### config.mk
export PLATFORM = sky130hd
export DESIGN_NAME = radar_uart_frame_parser_unit
export DESIGN_NICKNAME = d
export VERILOG_FILES = /design/src/rtl/rufp_pkg.sv /design/src/rtl/radar_uart_frame_parser_unit.sv /design/src/rtl/rufp_frame_eval.sv
export SDC_FILE = /design/constraint.sdc
export NUM_CORES = 1
export LEC_CHECK = 0
export ABC_AREA = 1
export CORE_ASPECT_RATIO = 0.8
export CORE_MARGIN = 8
export CORE_UTILIZATION = 30
export DETAILED_ROUTE_END_ITERATION = 12
export DONT_BUFFER_PORTS = 1
export GPL_TIMING_DRIVEN = 1
export PLACE_DENSITY_LB_ADDON = 0.3
export SLEW_MARGIN = 5
export SYNTH_ARGS = -nofsm -noshare
export SYNTH_HDL_FRONTEND = slang
export SYNTH_SLANG_ARGS = --single-unit
export TNS_END_PERCENT = 5
### constraint.sdc
create_clock -name clk -period 12.1 [get_ports clk]
set_input_delay 2.42 -clock clk [delete_from_list [all_inputs] [get_ports clk]]
set_output_delay 2.42 -clock clk [all_outputs]
set_load 0.01 [all_outputs]
### src/rtl/rufp_pkg.sv
// ----------------------------------------------------------------------------
// rufp_pkg
// Shared types, constants and helpers for the radar serial frame parser.
// ----------------------------------------------------------------------------
package rufp_pkg;

  // Header and tail bytes
  localparam logic [7:0] HdrShort0 = 8'hFD;
  localparam logic [7:0] HdrShort1 = 8'hF8;
  localparam logic [7:0] HdrLong0  = 8'hAA;
  localparam logic [7:0] HdrLong1  = 8'hFF;
  localparam logic [7:0] HdrLong2  = 8'h03;
  localparam logic [7:0] HdrLong3  = 8'h00;
  localparam logic [7:0] TailLong0 = 8'h55;
  localparam logic [7:0] TailLong1 = 8'hCC;
  localparam int unsigned StatusTargetBit = 6;  // mask 0x40

  // Payload lengths in bytes
  localparam int unsigned ShortLen = 9;
  localparam int unsigned LongLen  = 26;
  localparam int unsigned IdxW     = 5;

  // Register reset values and indexes
  localparam logic [15:0] SignalBaseRst = 16'd2056;
  localparam logic [15:0] SignalTolRst  = 16'd12;
  localparam logic [15:0] OriginXRst    = 16'd2056;
  localparam logic [15:0] OriginYRst    = 16'd3080;

  localparam logic [1:0] RegSignalBase = 2'd0;
  localparam logic [1:0] RegSignalTol  = 2'd1;
  localparam logic [1:0] RegOriginX    = 2'd2;
  localparam logic [1:0] RegOriginY    = 2'd3;

  localparam logic FrameShort = 1'b0;
  localparam logic FrameLong  = 1'b1;

  typedef struct packed {
    logic               frame_kind;
    logic signed [15:0] pos_x;
    logic signed [15:0] pos_y;
    logic signed [15:0] speed_tenths;
    logic               detected;
  } result_t;

  typedef struct packed {
    logic [15:0] signal_base;
    logic [15:0] signal_tolerance;
    logic [15:0] origin_x;
    logic [15:0] origin_y;
  } cfg_t;

  // |w - base| <= tol
  function automatic logic within_tol(input logic [15:0] w, input logic [15:0] base,
                                      input logic [15:0] tol);
    logic [16:0] d;
    logic [16:0] mag;
    d   = {1'b0, w} - {1'b0, base};
    mag = d[16] ? (17'd0 - d) : d;
    return mag <= {1'b0, tol};
  endfunction

  // Sign-magnitude (bit 15 sign) to two's complement; negative zero gives 0.
  function automatic logic [15:0] sm_to_twos(input logic [15:0] v);
    logic [15:0] mag;
    mag = {1'b0, v[14:0]};
    return v[15] ? (16'd0 - mag) : mag;
  endfunction

endpackage

### src/rtl/radar_uart_frame_parser_unit.sv
// ----------------------------------------------------------------------------
// radar_uart_frame_parser_unit
// Byte-stream parser for short (FD F8) and long (AA FF 03 00) radar frames.
// ----------------------------------------------------------------------------
// One received byte is taken per transfer, one per clock when the stream
// allows. Headers are recognized only while seeking a header; a short frame
// then collects 9 payload bytes (status plus four little-endian words), a
// long frame 26 bytes ending in 55 CC. The transfer carrying a frame's last
// byte is evaluated in the same cycle and, if the frame passes its checks,
// yields one result in the output register on the next clock. The output
// register decouples the two sides: while a result waits, bytes that do
// not close a frame are still taken; only a closing byte stalls, and only
// while the output register is full and held. Configuration registers are
// plain writes and should change only while no frame is in flight.
// ----------------------------------------------------------------------------
module radar_uart_frame_parser_unit (
  input  logic               clk,
  input  logic               rst,
  // byte input channel
  input  logic               in_valid,
  output logic               in_stall,
  input  logic [7:0]         rx_byte,
  // result channel
  output logic               out_valid,
  input  logic               out_stall,
  output logic               frame_kind,
  output logic signed [15:0] pos_x,
  output logic signed [15:0] pos_y,
  output logic signed [15:0] speed_tenths,
  output logic               detected,
  // configuration
  input  logic               cfg_we,
  input  logic [1:0]         cfg_index,
  input  logic [15:0]        cfg_data
);

  // Parser modes
  localparam logic [1:0] ModeSync  = 2'd0;
  localparam logic [1:0] ModeShort = 2'd1;
  localparam logic [1:0] ModeLong  = 2'd2;

  localparam logic [rufp_pkg::IdxW-1:0] ShortLast = rufp_pkg::IdxW'(rufp_pkg::ShortLen - 1);
  localparam logic [rufp_pkg::IdxW-1:0] LongLast  = rufp_pkg::IdxW'(rufp_pkg::LongLen - 1);
  localparam logic [rufp_pkg::IdxW-1:0] TailIdx   = rufp_pkg::IdxW'(rufp_pkg::LongLen - 2);

  rufp_pkg::cfg_t cfg;

  logic [1:0]                  parse_mode, parse_mode_next;
  logic [rufp_pkg::IdxW-1:0]   payload_index, payload_index_next;
  logic [7:0]                  hist [3];
  logic [7:0]                  pay [9];
  logic [7:0]                  pay24;

  logic                        accept;
  logic                        closing;
  logic                        fd_hdr, aa_hdr;
  logic                        eval_ok;
  rufp_pkg::result_t           eval_res;
  rufp_pkg::result_t           res_q;

  // Configuration registers
  always_ff @(posedge clk) begin
    if (rst) begin
      cfg.signal_base      <= rufp_pkg::SignalBaseRst;
      cfg.signal_tolerance <= rufp_pkg::SignalTolRst;
      cfg.origin_x         <= rufp_pkg::OriginXRst;
      cfg.origin_y         <= rufp_pkg::OriginYRst;
    end else if (cfg_we) begin
      case (cfg_index)
        rufp_pkg::RegSignalBase: cfg.signal_base      <= cfg_data;
        rufp_pkg::RegSignalTol:  cfg.signal_tolerance <= cfg_data;
        rufp_pkg::RegOriginX:    cfg.origin_x         <= cfg_data;
        rufp_pkg::RegOriginY:    cfg.origin_y         <= cfg_data;
        default: ;
      endcase
    end
  end

  // The next byte closes a frame: decided by state alone, so stall never
  // looks at the incoming valid or data.
  assign closing = ((parse_mode == ModeShort) && (payload_index == ShortLast)) ||
                   ((parse_mode == ModeLong)  && (payload_index == LongLast));

  assign in_stall = closing & out_valid & out_stall;
  assign accept   = in_valid & ~in_stall;

  // Header match against up to three previous bytes
  assign fd_hdr = (hist[2] == rufp_pkg::HdrShort0) && (rx_byte == rufp_pkg::HdrShort1);
  assign aa_hdr = (hist[0] == rufp_pkg::HdrLong0) && (hist[1] == rufp_pkg::HdrLong1) &&
                  (hist[2] == rufp_pkg::HdrLong2) && (rx_byte == rufp_pkg::HdrLong3);

  always_comb begin
    parse_mode_next    = parse_mode;
    payload_index_next = payload_index;
    case (parse_mode)
      ModeShort, ModeLong: begin
        if (closing) begin
          parse_mode_next    = ModeSync;
          payload_index_next = '0;
        end else begin
          payload_index_next = payload_index + 1'b1;
        end
      end
      default: begin
        // sync, and the unused code behaves the same
        payload_index_next = '0;
        if (fd_hdr)      parse_mode_next = ModeShort;
        else if (aa_hdr) parse_mode_next = ModeLong;
        else             parse_mode_next = ModeSync;
      end
    endcase
  end

  always_ff @(posedge clk) begin
    if (rst) begin
      parse_mode    <= ModeSync;
      payload_index <= '0;
      hist[0]       <= '0;
      hist[1]       <= '0;
      hist[2]       <= '0;
    end else if (accept) begin
      parse_mode    <= parse_mode_next;
      payload_index <= payload_index_next;
      hist[0]       <= hist[1];
      hist[1]       <= hist[2];
      hist[2]       <= rx_byte;
    end
  end

  // Payload capture: bytes at these indexes are kept
  // (0..8 for both kinds, plus the first tail byte of a long frame).
  always_ff @(posedge clk) begin
    if (accept && (parse_mode == ModeShort || parse_mode == ModeLong)) begin
      for (int k = 0; k < 9; k++) begin
        if (payload_index == rufp_pkg::IdxW'(k)) pay[k] <= rx_byte;
      end
      if (payload_index == TailIdx) pay24 <= rx_byte;
    end
  end

  rufp_frame_eval u_eval (
    .kind      (parse_mode == ModeLong),
    .pay       (pay),
    .pay24     (pay24),
    .last_byte (rx_byte),
    .cfg       (cfg),
    .ok        (eval_ok),
    .res       (eval_res)
  );

  // Output register
  always_ff @(posedge clk) begin
    if (rst) begin
      out_valid <= 1'b0;
    end else if (accept && closing && eval_ok) begin
      out_valid <= 1'b1;
    end else if (!out_stall) begin
      out_valid <= 1'b0;
    end
  end

  always_ff @(posedge clk) begin
    if (accept && closing && eval_ok) begin
      res_q <= eval_res;
    end
  end

  assign frame_kind   = res_q.frame_kind;
  assign pos_x        = res_q.pos_x;
  assign pos_y        = res_q.pos_y;
  assign speed_tenths = res_q.speed_tenths;
  assign detected     = res_q.detected;

endmodule

### src/rtl/rufp_frame_eval.sv
// ----------------------------------------------------------------------------
// rufp_frame_eval
// Checks a completed frame and forms its result fields.
// ----------------------------------------------------------------------------
module rufp_frame_eval (
  input  logic                kind,        // frame being closed
  input  logic [7:0]          pay [9],     // payload bytes 0..8
  input  logic [7:0]          pay24,       // long-frame byte 24
  input  logic [7:0]          last_byte,   // byte closing the frame
  input  rufp_pkg::cfg_t      cfg,
  output logic                ok,
  output rufp_pkg::result_t   res
);

  logic [15:0] w1, w2, w3, w4;
  logic [15:0] lx, ly, ls;
  logic        short_ok, long_ok;

  // Short frame: status in byte 0, words at 1, 3, 5, 7 (w4 high byte arrives last)
  assign w1 = {pay[2], pay[1]};
  assign w2 = {pay[4], pay[3]};
  assign w3 = {pay[6], pay[5]};
  assign w4 = {last_byte, pay[7]};

  assign short_ok = pay[0][rufp_pkg::StatusTargetBit]
                  & rufp_pkg::within_tol(w3, cfg.signal_base, cfg.signal_tolerance)
                  & rufp_pkg::within_tol(w4, cfg.signal_base, cfg.signal_tolerance);

  // Long frame: words at 0, 2, 4; tail at 24, 25
  assign lx = rufp_pkg::sm_to_twos({pay[1], pay[0]});
  assign ly = rufp_pkg::sm_to_twos({pay[3], pay[2]});
  assign ls = rufp_pkg::sm_to_twos({pay[5], pay[4]});
  assign long_ok = (pay24 == rufp_pkg::TailLong0) && (last_byte == rufp_pkg::TailLong1);

  always_comb begin
    if (kind == rufp_pkg::FrameLong) begin
      ok               = long_ok;
      res.frame_kind   = rufp_pkg::FrameLong;
      res.pos_x        = lx;
      res.pos_y        = ly;
      res.speed_tenths = ls;
      res.detected     = (lx != 16'd0) || (ly != 16'd0);
    end else begin
      ok               = short_ok;
      res.frame_kind   = rufp_pkg::FrameShort;
      res.pos_x        = w1 - cfg.origin_x;
      res.pos_y        = w2 - cfg.origin_y;
      res.speed_tenths = 16'sd0;
      res.detected     = 1'b1;
    end
  end

endmodule
# Word level (Yosys, flattened, before mapping)
# Memory sizes are Yosys's and may differ from the RTL's.
# Index checks and enable logic that the tools add are counted.
# totals
reg_bits	194
rom_bits	0
ramBits	24
in_bits	31
latch_bits	0
mem_count	1
wordCells	125
out_inout_bits	52
# memory_table
name	words	width	rd	rd_clocked_by_memory_dff	write_ports	line_no	rtl
hist	3	8	3	0	3	radar_uart_frame_parser_unit.sv:50	logic [7:0] hist [3];
# classes
eq_ne	24
div_mod_pow	0
n_mux	23
addsub	10
order_cmp	2
bitwise_logic	9
shift	0
n_reduce_logical	34
n_mul	0
# ops
operator	count
$mux 50	1
$mux 16	3
$sub 1x15->16 const A	3
$eq 8x8->1 const B	5
$le 17x16->1	2
$mux 17	2
$sub 1x17->17 const A	2
$sub 16x16->17	2
$reduce_bool 16->1	2
$sub 16x16->16	2
$reduce_and 2->1	15
$mux 8	3
$eq 5x3->1 const B	4
$eq 5x2->1 const B	2
$eq 5x5->1 const B	2
$logic_and 1x1->1	10
$mux 5	2
$eq 8x2->1 const B	1
$eq 8x7->1 const B	1
$logic_not 8->1	1
$mux 1	8
$mux 2	4
$eq 2x2->1 const B	3
$add 5x1->5 const B	1
other kinds (12)	21

# Longest topological paths before layout
# Gate-level depths: netlist (run 1).
# logic_depth
word_depth	11
ltp_mapped	32
depth_no_buf	32

# By module
# From an unflattened synthesis (run 1), not the netlist that was laid out.
# unflattened
cells_unflattened	1819
hier_area_um2	14412.6
# by_module_without_submodules
module	seq_area_each_um2	instances	area_per_inst_um2	cells_per_inst
radar_uart_frame_parser_unit	6065.8	1	7898.8	619
rufp_frame_eval	0.0	1	6513.7	1200

# Worst setup path before layout (run 1)
# Ideal clock, no wire load.
# synth_timing
kind	input-to-reg
from	in rx_byte[4]
to	reg res_q (netlist bit detected) (enable)
required_time_ns	11.696
cell_stages	25
n_path_buf	0
setup_ns	0.404
t_arrival_ns	5.916
slack_ns	5.780
path_cell_list	ha_1 inv_2 nor3_4 a21oi_1 nand2_2 inv_2 o21ai_4 inv_2 nand2_1 nand2_2 xor2_1 ha_1 nand2_1 nor2_1 a211oi_1 nand2_1 nand2_1 nand2_1 nand2_1 nand2_1 nand2_1 nand4_1 nand2_1 nand2_1 inv_1
# synth_between
elab_chain_len	7
elab_cells_between_ends	9
cone_classes	2 x add/sub; 1 x order compare; 1 x eq/ne; 2 x mux; 1 x bitwise; 2 x reduce/logical
# synth_lines
item	line_no	rtl
start: declaration	radar_uart_frame_parser_unit.sv:22	input logic [7:0] rx_byte,
$sub 16x16->17	rufp_pkg.sv:57	d = {1'b0, w} - {1'b0, base};
$sub 1x17->17	rufp_pkg.sv:58	mag = d[16] ? (17'd0 - d) : d;
$mux 17	rufp_pkg.sv:58	
$le 17x16->1	rufp_pkg.sv:59	return mag <= {1'b0, tol};
$and 1x1->1	rufp_frame_eval.sv:27	& rufp_pkg::within_tol(w4, cfg.signal_base, cfg.signal_tolerance);
$mux 1 *	rufp_frame_eval.sv:36	if (kind == rufp_pkg::FrameLong) begin
$logic_and 1x1->1 *	radar_uart_frame_parser_unit.sv:163	if (accept && closing && eval_ok) begin
end signal: assignment	radar_uart_frame_parser_unit.sv:164	res_q <= eval_res;
end: declaration	radar_uart_frame_parser_unit.sv:59	rufp_pkg::result_t res_q;
# Every way passes the cells marked *; elsewhere a longest branch is shown, timed or not.
# A chain may end at the register's enable or synchronous reset.

# Worst setup path after layout (run 1)
# layout_timing
from	in rx_byte[3]
to	reg res_q (netlist bit speed_tenths[14]) (enable)
# Same word-level chain as after synthesis.

==> flow_summary.ini, run 1 <==
[min_path]
holdCritPathClass = reg2reg
min_path_cells = 2
min_from = cfg[9]$_SDFFE_PP0P_

[sta]
timing.final.crit_share_pct = 50.67
final-hold-violation-count = 0
setup_viol = 0
slew_headroom_pct = 26.00
slew_viol_final = 0
worst_slack_ps = 5969
tns_ps = 0
worst_slew_pin_slew_ps = 1110
min_period_ps = 6131
timing.hold.ws_ps = 469.8
fmax_mhz = 163.1
clock_skew_ps = 12.02
rsz0062_at_grt = no

[logic_synthesis]
ys_seq_area_share_pct = 42.93
netlist_instances = 1676
synthDistinctLibCells = 47
synth_area_mm2 = 0.01357
synth_flop_cell = edfxtp_1
async_flop_share_pct = 0
synth.avg_cell_area_um2 = 8.097
synth-edff-count = 146
synth_nets = 1817
synth_seq_cells = 218
ys_warn_count = 0

[floorplanning]
io_pins = 83
fp-row-count = 69
initial_core_util_pct = 30.46
die_h_um = 206.2
die_area_mm2 = 0.05234
core_area_mm2 = 0.04455
die_w_um = 253.8

[cells_and_area]
fin_nets = 1823
drive_gt1_share_pct = 4.529
final_common_cell = nand2_1
fill_cells = 4725
syn_to_final_growth_pct = 11.81
mostFrequentLayoutCells = nand2_1 (354), inv_1 (255), a21oi_1 (155)
antenna_cells = 0
stdcell_count = 2303

[global_routing]
grt_pass1_wl_um = 60680
grt_pass1_vias = 10260
grt_usage_pct = 14.97
grt_max_degree = 64
antenna_found_initial = 0
grt_overflow = 0

[status]
status = complete, no violations

[critical_path]
start_kind = primary input
setup.worst_path.start = rx_byte[3]
required_ps = 12240
arrival_ps = 6280
crit_path_end_kind = flip-flop
cp_max_fo = 50
path_class = in2reg
reg2reg_depth = 29
r2r_start = pay[24]$_DFFE_PP_

[run]
drv_cap = 0

[cts]
post-cts-setup-buffers = 0
numCtsBuffers = 24
cts_resized = 0
holdBufCountCts = 0
cts_num_sinks = 218
clock_latency_ps = 540
cts.clk_slew.worst_paths_ps = 60
cts_buffer_depth = 3
htreeDepth = 1
tritoncts = built
root_buffer = clkbuf_16

[drt]
vias_per_cell = 4.839
vias = 11150
drc_errors = 0
drtIter0Drc = 974
drt-pass1-iter-count = 5
wirelength_um = 40130
wire_per_inst_um = 17.43
postRouteAntennaNets = 0

[power]
sequentialPowerShare_pct = 42.7
p_switching_mw = 0.4927
power_frac_clock_pct = 42.9
p_sw_share_pct = 25.62
combinationalPowerShare_pct = 14.4
ir_drop_uv = 112.2
p_leak_nw = 6.408
total_power_mw = 1.923
p_int_mw = 1.430
p_per_area_mw_per_mm2 = 126.7

[place]
post-place-ws_ps = 5360
dp_hpwl_um = 31160
gp_congestion = 0.9035
port_buffers = 0
dp_cells = 2259
==> path summary, 6_finish.rpt <==
path	endpoint	slack [ps]
hold reg to reg	cfg[9]$_SDFFE_PP0P_	470
setup / recovery	speed_tenths[14]$_SDFFCE_PN0P_	5970
hold / removal	cfg[9]$_SDFFE_PP0P_	470
setup reg to reg	speed_tenths[14]$_SDFFCE_PN0P_	6560
==> layout make-up <==
| class | count | area, µm² | share of cell area, % |
|---|---|---|---|
| flip-flops and latches | 218 | 5826 | 38.39 |
| multi-input cells | 1165 | 6638 | 43.75 |
| clock inverters | 11 | 210.2 | 1.385 |
| inverters | 261 | 979.7 | 6.457 |
| well taps | 603 | 754.5 | 4.972 |
| repair buffers | 12 | 90.09 | 0.5937 |
| clock buffers | 33 | 675.6 | 4.453 |
==> power by group through the flow <==
stage               registers [mW]  clock network (mW)  logic (mW)
floorplan                    0.834                   0       0.212
global placement             0.836                   0       0.270
detailed placement           0.836                   0       0.276
CTS                          0.820               0.840       0.277
global route                 0.822               0.870       0.318
finish                       0.820               0.825       0.277
==> registers in the layout, summed over array words and instances (netlist names), 2 cells and up <==
register and count:
cfg 64, pay 64, speed_tenths 16, hist 24, parse_mode 2, pos_x 16, payload_index 5, pos_y 16
pay24 8
==> per-stage QoR <==
stage / cell area, µm² / utilization [%]
floorplan: 13570 / -
global placement: 14290 / 32.07
detailed placement: 14290 / 32.07
CTS: 15170 / 34.06
global route: 15170 / 34.06
finish: 15170 / 34.06
==> per-layer routing <==
metal / track usage [%] / share of wire (%) / up-vias
met4: 2.550 / 1.5 / 0
met2: 21.33 / 39 / 304
li1: - / - / 5597
met5: 0 / 0 / -
met1: 22.99 / 51 / 5208
met3: 3.217 / 7.7 / 36
==> cell usage after synthesis (2+ instances only) <==
| master | count | area share, % |
|---|---|---|
| o21ai_0 | 129 | 4.8 |
| a21o_1 | 5 | 0.28 |
| ha_1 | 106 | 9.8 |
| and2_1 | 2 | 0.092 |
| nor2_1 | 128 | 3.5 |
| a211oi_1 | 2 | 0.11 |
| nor4_1 | 18 | 0.83 |
| xor2_1 | 52 | 3.4 |
| nand3b_1 | 12 | 0.66 |
| o211ai_1 | 7 | 0.39 |
| nand2_2 | 7 | 0.32 |
| nor2_4 | 2 | 0.17 |
| xnor2_1 | 19 | 1.2 |
| o21a_1 | 3 | 0.17 |
| clkbuf_1 | 26 | 0.72 |
| inv_1 | 256 | 7.1 |
| nand3_1 | 62 | 2.3 |
| a21oi_1 | 155 | 5.7 |
| nand4_1 | 19 | 0.88 |
| a31oi_1 | 6 | 0.28 |
| o21ai_1 | 2 | 0.074 |
| dfxtp_1 | 72 | 11 |
| o22ai_1 | 4 | 0.18 |
| o21ai_2 | 4 | 0.26 |
| inv_2 | 4 | 0.11 |
| fa_1 | 4 | 0.59 |
| buf_2 | 5 | 0.18 |
| and3_1 | 4 | 0.18 |
| nor3_1 | 32 | 1.2 |
| a21boi_1 | 4 | 0.22 |
| nand3_2 | 3 | 0.22 |
| edfxtp_1 | 146 | 32 |
| nand2_1 | 354 | 9.8 |
| o31ai_1 | 9 | 0.50 |
==> kinds of logic (layout without fill, tap and decap cells) <==
group           count (synthesis)  after routing  synth area share [%]
compound gates                334            334                 13.24
flops                         218            218                 42.93
simple gates                  648            648                 20.51
xor+xnor                       72             72                 4.702
mux                             1              1               0.07376
fa+ha+maj                     110            110                 10.36
buf+inv                       293            317                 8.178
==> critical path, stage by stage <==
cell,delay [ps]
ha_1,360
nand2_1,160
nor3_4,170
a21oi_1,120
nand2_2,90
inv_2,40
o21ai_4,260
inv_2,140
nand2_1,140
nand2_2,90
xor2_1,150
ha_1,280
nand2_1,100
nor2_1,60
a211oi_1,200
nand2_1,80
nand2_1,60
nand2_1,50
nand2_1,50
nand2_1,40
nand2_1,50
nand4_1,120
nand2_1,90
nand2_1,80
inv_2,760
Note: power is estimated with default switching activity, not from simulation.
==> run 2: changes to the inputs <==
==> constraint.sdc (replaced) <==
create_clock -name clk -period 5.1 [get_ports clk]
set_input_delay 1.02 -clock clk [delete_from_list [all_inputs] [get_ports clk]]
set_output_delay 1.02 -clock clk [all_outputs]
set_load 0.01 [all_outputs]
==> run 2 against run 1 <==
  * Worst setup slack worse by 5500 ps
  * Cell count is 0.30% higher
  * Sequential share of layout area is 0.073 points higher
  * Die area stayed put
  * Cell area is 0.19% lower
  * Critical path depth is 2 lower
  * Largest power group is now sequential cells
==> flow_summary.ini, run 2 (synthesized netlist as in run 1, its figures left out) <==
[cts]
tritoncts = built
holdBufCountCts = 0
clock_latency_ps = 540
cts_num_sinks = 218
post-cts-setup-buffers = 0
cts_buffer_depth = 3
numCtsBuffers = 25
cts_resized = 0
root_buffer = clkbuf_16
htreeDepth = 1
cts.clk_slew.worst_paths_ps = 60

[place]
dp_hpwl_um = 31260
gp_congestion = 0.9333
dp_cells = 2262
port_buffers = 0

[floorplanning]
die_h_um = 206.2
die_w_um = 253.8
initial_core_util_pct = 30.46
io_pins = 83
core_area_mm2 = 0.04455
die_area_mm2 = 0.05234
fp-row-count = 69

[drt]
vias_per_cell = 4.879
drtIter0Drc = 905
drc_errors = 0
wire_per_inst_um = 17.52
postRouteAntennaNets = 0
drt-pass1-iter-count = 6
vias = 11270
wirelength_um = 40470

[power]
ir_drop_uv = 223.9
p_leak_nw = 6.399
p_per_area_mw_per_mm2 = 289.9
sequentialPowerShare_pct = 44.3
p_switching_mw = 1.201
p_sw_share_pct = 27.37
p_int_mw = 3.189
total_power_mw = 4.390
combinationalPowerShare_pct = 15.0
power_frac_clock_pct = 40.6

[run]
drv_cap = 0

[sta]
clock_skew_ps = 19.18
tns_ps = 0
slew_headroom_pct = 29.38
fmax_mhz = 213.7
timing.hold.ws_ps = 466.4
rsz0062_at_grt = no
worst_slew_pin_slew_ps = 1057
slew_viol_final = 0
min_period_ps = 4679
timing.final.crit_share_pct = 91.75
final-hold-violation-count = 0
setup_viol = 0

[global_routing]
grt-busiest-layer = met1
grt_overflow = 0
grt_pass1_vias = 10390
met1_usage_pct = 22.96
grt_usage_pct = 15.20
grt_max_degree = 64
grt_pass1_wl_um = 61470
use_met3_pct = 3.733
use_met2_pct = 21.47
antenna_found_initial = 2

[cells_and_area]
syn_to_final_growth_pct = 11.60
drive_gt1_share_pct = 5.103
reg_top3 = cfg (64), pay (64), hist (24)
stdcell_count = 2310
final_common_cell = nand2_1
mostFrequentLayoutCells = nand2_1 (354), inv_1 (255), a21oi_1 (154)
fin_nets = 1827

[critical_path]
crit_family = simple AND/OR/NAND/NOR gates
worst_path_max_delay_cell = fa_1
crit_path_max_incr_delay_ps = 410
r2r_setup_slack_ps = 420
start_kind = flip-flop
arrival_ps = 4880
crit_buf_inv = 3
required_ps = 5300
cp_max_fo = 50
crit_chain = inv_1, ha_1, fa_1, nand3b_1, nand2_2, xnor2_1, nand3b_1, or2_4, nor2_4, nand3_2, o21ai_2, nand2_1, xnor2_1, ha_1, and3_1, nand3_1, nand3b_1, a21oi_1, nand4_1, nand2_1, nand2_1, inv_2, buf_12
crit_path_end_kind = flip-flop
path_class = reg2reg

[status]
status = complete, no violations

[min_path]
holdCritPathClass = reg2reg
[run 2: cell types whose count changed in the layout (fill, tap and decap cells not counted), moves of 2 or more]
| cell | change |
|---|---|
| bufinv_16 | -5 |
| clkinv_2 | +4 |
| clkbuf_1 | -3 |
| buf_4 | +2 |
| clkinv_4 | +2 |
| diode_2 | +2 |
[run 2: final timing paths]
path,from,cells after the start,end
hold / removal,cfg[8]$_SDFFE_PP0P_,2,cfg[8]$_SDFFE_PP0P_
hold reg to reg,cfg[8]$_SDFFE_PP0P_,2,cfg[8]$_SDFFE_PP0P_
setup reg to reg,pay[24]$_DFFE_PP_,23,speed_tenths[4]$_SDFFCE_PN0P_
setup / recovery,pay[24]$_DFFE_PP_,23,speed_tenths[4]$_SDFFCE_PN0P_
[run 2: area by class of cell]
cell class | instances | area, µm²
Antenna cell | 2 | 5.005
Multi-Input combinational cell | 1165 | 6641
Clock inverter | 14 | 116.4
Fill cell | 4673 | 29400
Sequential cell | 218 | 5826
Tap cell | 603 | 754.5
Clock buffer | 32 | 696.9
Timing Repair Buffer | 15 | 125.1
Inverter | 261 | 979.7
[run 2: power by group through the flow]
stage	Clock, mW	Combinational, mW	Sequential, mW
2_1_floorplan	0	0.503	1.98
3_3_place_gp	0	0.646	1.98
3_5_place_dp	0	0.655	1.98
4_1_cts	1.82	0.659	1.95
5_1_grt	1.89	0.763	1.95
6_report	1.78	0.660	1.95
[run 2: tightest hold or removal path, cell delays in order (launching register included)]
cell and delay, ps:
dfxtp_1 300, inv_1 60, a21oi_1 60
[run 2: per-stage QoR]
step / util (%) / setup slack (ps) / cell area (µm²)
finish: 34.00 / 420.8 / 15140
global route: 33.99 / 13.58 / 15140
CTS: 33.98 / 430.5 / 15140
detailed placement: 32.15 / 294.2 / 14320
global placement: 32.15 / 386.6 / 14320
floorplan: - / 179.7 / 13570
[run 2: routing by layer]
metal,up-vias,wire length (µm)
met5,-,0
met4,0,907
met3,55,3309
met2,310,16050
met1,5261,20200
li1,5644,-
